[src/sv/dfs_path_finder_core_defines.svh]
// ----------------------------------------------------------------------------
// dfs path finder assertion macros
// shared property forms for the path finder checks
// ----------------------------------------------------------------------------
`ifndef DFS_PATH_FINDER_CORE_DEFINES_SVH
`define DFS_PATH_FINDER_CORE_DEFINES_SVH

// same-cycle implication
`define DFS_ASSERT_IMPL(lbl, ante, cons, msg) \
    lbl: assert property (@(posedge clk) disable iff (!rst_n) (ante) |-> (cons)) \
        else $error(msg);

// next-cycle implication
`define DFS_ASSERT_NEXT(lbl, ante, cons, msg) \
    lbl: assert property (@(posedge clk) disable iff (!rst_n) (ante) |=> (cons)) \
        else $error(msg);

`endif

[src/sv/dfs_ram.sv]
// ----------------------------------------------------------------------------
// dfs generic ram
// one write port, one read port with registered read data
// ----------------------------------------------------------------------------
module dfs_ram #(
    parameter int WIDTH = 8,
    parameter int DEPTH = 16,
    parameter int AW    = (DEPTH > 1) ? $clog2(DEPTH) : 1
) (
    input  logic             clk,
    input  logic             we,
    input  logic [AW-1:0]    waddr,
    input  logic [WIDTH-1:0] wdata,
    input  logic [AW-1:0]    raddr,
    output logic [WIDTH-1:0] rdata
);

    logic [WIDTH-1:0] mem [DEPTH];

    always_ff @(posedge clk)
    begin
        if (we)
        begin
            mem[waddr] <= wdata;
        end
        rdata <= mem[raddr];
    end

endmodule
[config.mk]
export PLATFORM = sky130hd
export DESIGN_NAME = dfs_ram
export DESIGN_NICKNAME = d
export VERILOG_FILES = /design/src/sv/dfs_path_finder_core_defines.svh /design/src/sv/dfs_ram.sv
export SDC_FILE = /design/constraint.sdc
export NUM_CORES = 1
export LEC_CHECK = 0
export BUFFER_PORTS_ARGS = -buffer_cell sky130_fd_sc_hd__buf_2
export CAP_MARGIN = 15
export CORE_UTILIZATION = 60
export CTS_CLUSTER_SIZE = 12
export DETAILED_ROUTE_END_ITERATION = 16
export HOLD_SLACK_MARGIN = 0.05
export PLACE_DENSITY = 0.78
export SLEW_MARGIN = 20
export SYNTH_ARGS = -nofsm -noshare
export SYNTH_HDL_FRONTEND = slang
export SYNTH_SLANG_ARGS = --single-unit
[constraint.sdc]
create_clock -name clk -period 2.3 [get_ports clk]
set_input_delay 0.46 -clock clk [delete_from_list [all_inputs] [get_ports clk]]
set_output_delay 0.46 -clock clk [all_outputs]
set_load 0.05 [all_outputs]
==> flow_summary.json <==
{
  "max_stage_delay_ns": 0.33,
  "period_needed_ns": 1.58,
  "critical-path-slowest-cell": "dfxtp_1",
  "synth.most_common_cell": "edfxtp_1",
  "endpoint": "rdata[7]",
  "timing.final.hold_violations": 0,
  "synth_nets": 247,
  "power_density_mw_per_mm2": 943,
  "ys.warnings.count": 0,
  "io_buffer_count": 25,
  "worst-path-max-fanout": 1,
  "drt_iter0_drc": 214,
  "synth_top_area_share": 0.747,
  "yosys_register_bits": 136,
  "ys.flop_type": "edfxtp_1",
  "finalNetCount": 300,
  "post-route-util": 0.735,
  "syn_to_final_growth_pct": 18.0,
  "criticalPathCategory": "flop to output port",
  "synth_edf_count": 128,
  "synthTopCellsByCount": "edfxtp_1 (128), mux4_2 (18), a22oi_1 (16)",
  "cp.required_ns": 1.84,
  "start_kind": "flop",
  "die_x_microns": 94.6,
  "cp_top_family": "flip-flops",
  "clkTransAtPathRegs_ns": 0.06,
  "crit_start": "rdata[7]",
  "crit_chain": "buf_2",
  "outcome": "finished clean",
  "drt-total-wl_microns": 9350,
  "cp.arrival_ns": 1.12,
  "synthTopCellsByArea": "edfxtp_1 (75%), mux4_2 (7.9%), mux4_1 (7.1%)",
  "overflow": 0,
  "slew_headroom": 0.612,
  "p_leak_nw": 2.08,
  "layout-drive-gt1-share": 0.315,
  "r2r-start": "mem[2][3]",
  "crit_path_end_kind": "output port",
  "synth_top_family_by_area": "multiplexers",
  "antenna_found_initial": 0,
  "cts_setup_buffers": 0,
  "cts_tree": "yes",
  "path_depth": 1,
  "insertion_delay_ns": 0.51,
  "cts.path.max_buffers": 2,
  "grt_pass1_vias": 2515,
  "yosys.area_share.adder": 0,
  "worst_pin_slew_ns": 0.580,
  "rr_worst_depth": 3,
  "fin_skew_ns": 0.00623,
  "clock.fmax_ghz": 0.634,
  "postRouteAntennaNets": 0,
  "hold_buffers": 0,
  "avgSynthCellArea_sq_um": 22.5,
  "io_pins": 26,
  "r2r_end": "rdata[3]",
  "finalSetupViolations": 0,
  "synth-xor-area-share": 0,
  "drc": 0,
  "async_flop_share": 0,
  "regArea_sq_mm": 0.00400,
  "synthCells": 229,
  "cts_sinks": 136,
  "synth_area_sq_mm": 0.00515,
  "die_area_sq_mm": 0.00895,
  "slew_violations": 0,
  "post_cts_resized": 0,
  "fp.coreArea_sq_mm": 0.00826,
  "num_rows": 33,
  "cts_htree_levels": 4,
  "cts_buffers": 17,
  "wire_per_inst_microns": 23.3,
  "vias": 2425,
  "fillCellCount": 475,
  "fin_crit_sh": 0.685,
  "die_h_microns": 94.6,
  "yosys.area.top_type": "edfxtp_1",
  "holdCritPathClass": "primary input to flop",
  "rsz0062_at_grt": "no",
  "grt_pass1_wl_microns": 14200,
  "maxCapViolCount": 0,
  "synth-simple-area-share": 0.0318,
  "rrSetupSlack_ns": 0.93,
  "multi_input_area_sq_mm": 0.00106,
  "ys_seq_area_frac": 0.778,
  "drt-pass1-iter-count": 5,
  "hpwl_microns": 5720,
  "synth_compound_area_frac": 0.0233,
  "yosysUniqueCellTypes": 19,
  "tns_ns": 0,
  "gp_congestion": 0.816,
  "clockRootBuffer": "clkbuf_8",
  "muxShareOfSynthArea": 0.150,
  "viasPerCell": 6.05,
  "grt_max_degree": 33,
  "path_buf_inv": 1,
  "peakVddDrop_mv": 0.514,
  "grt_usage": 0.237,
  "start_util": 0.623
}
-- cell type report --
| cell class | instances | area share |
|---|---|---|
| repair buffers | 44 | 0.0482 |
| clock inverters | 13 | 0.0251 |
| well taps | 105 | 0.0216 |
| diodes | 1 | 0.000412 |
| multi-input cells | 83 | 0.174 |
| clock buffers | 19 | 0.0711 |
| flip-flops and latches | 136 | 0.659 |
-- where the power goes --
group          switching (mW)  total (mW)  internal (mW)
sequential             0.0141        2.79           2.77
combinational           0.198       0.310          0.112
clock                   0.965        2.63           1.67
-- registers in the layout, summed over array words and instances (netlist names) --
register / flops
mem: 128
rdata: 8
-- through the flow --
step | hold WS, ns | power [mW] | std cells | setup slack [ns] | cell area [sq um]
after floorplan | 0.559 | 3.03 | 229 | 0.347 | 5150
after global placement | 0.654 | 3.13 | 368 | 0.392 | 5490
after detailed placement | 0.666 | 3.15 | 368 | 0.381 | 5490
after CTS | 0.313 | 5.76 | 400 | 0.696 | 6070
after global routing | 0.328 | 5.88 | 400 | 0.687 | 6070
final | 0.333 | 5.73 | 401 | 0.723 | 6070
-- cells by family (layout without fill, tap and decap cells) --
group | after synthesis | after routing
AO/OA/AOI/OAI | 16 | 16
buffers and inverters | 10 | 76
flip-flops | 136 | 136
multiplexers | 32 | 32
other | 0 | 1
AND/OR/NAND/NOR | 35 | 35
-- placed cells by master, fill, tap and decap left out --
cell type and count:
clkinvlp_4 4, clkbuf_1 1, dfxtp_1 8, buf_4 17, nor3_1 4, inv_6 1
clkbuf_16 16, buf_2 25, nand2b_1 2, bufinv_16 3, or3b_2 1, clkbuf_8 2
edfxtp_1 128, and2_1 1, a22oi_1 16, nand2_1 9, nand3b_1 2, buf_12 2
nor2b_1 1, nand3_1 1, and2b_1 1, nor2_1 13, mux4_1 14, diode_2 1
clkinv_1 1, clkinv_2 4, mux4_2 18
-- worst min path at each step --
stage                     from   endpoint  cells past startpoint
finish                wdata[1]  mem[6][1]                      1
global route          wdata[4]  mem[5][4]                      1
CTS                   wdata[0]  mem[9][0]                      1
detailed placement  mem[14][1]   rdata[1]                      3
global placement    mem[11][1]   rdata[1]                      3
floorplan             wdata[0]  mem[0][0]                      0
-- per-layer routing --
layer  GRT usage  up-vias  share of wire
met5           0        -              0
met4       0.104        0         0.0094
met3      0.0628        6          0.056
met2       0.365       88           0.50
met1       0.322     1248           0.43
li1            -     1083              -
Note: power is estimated with default switching activity, not from simulation.
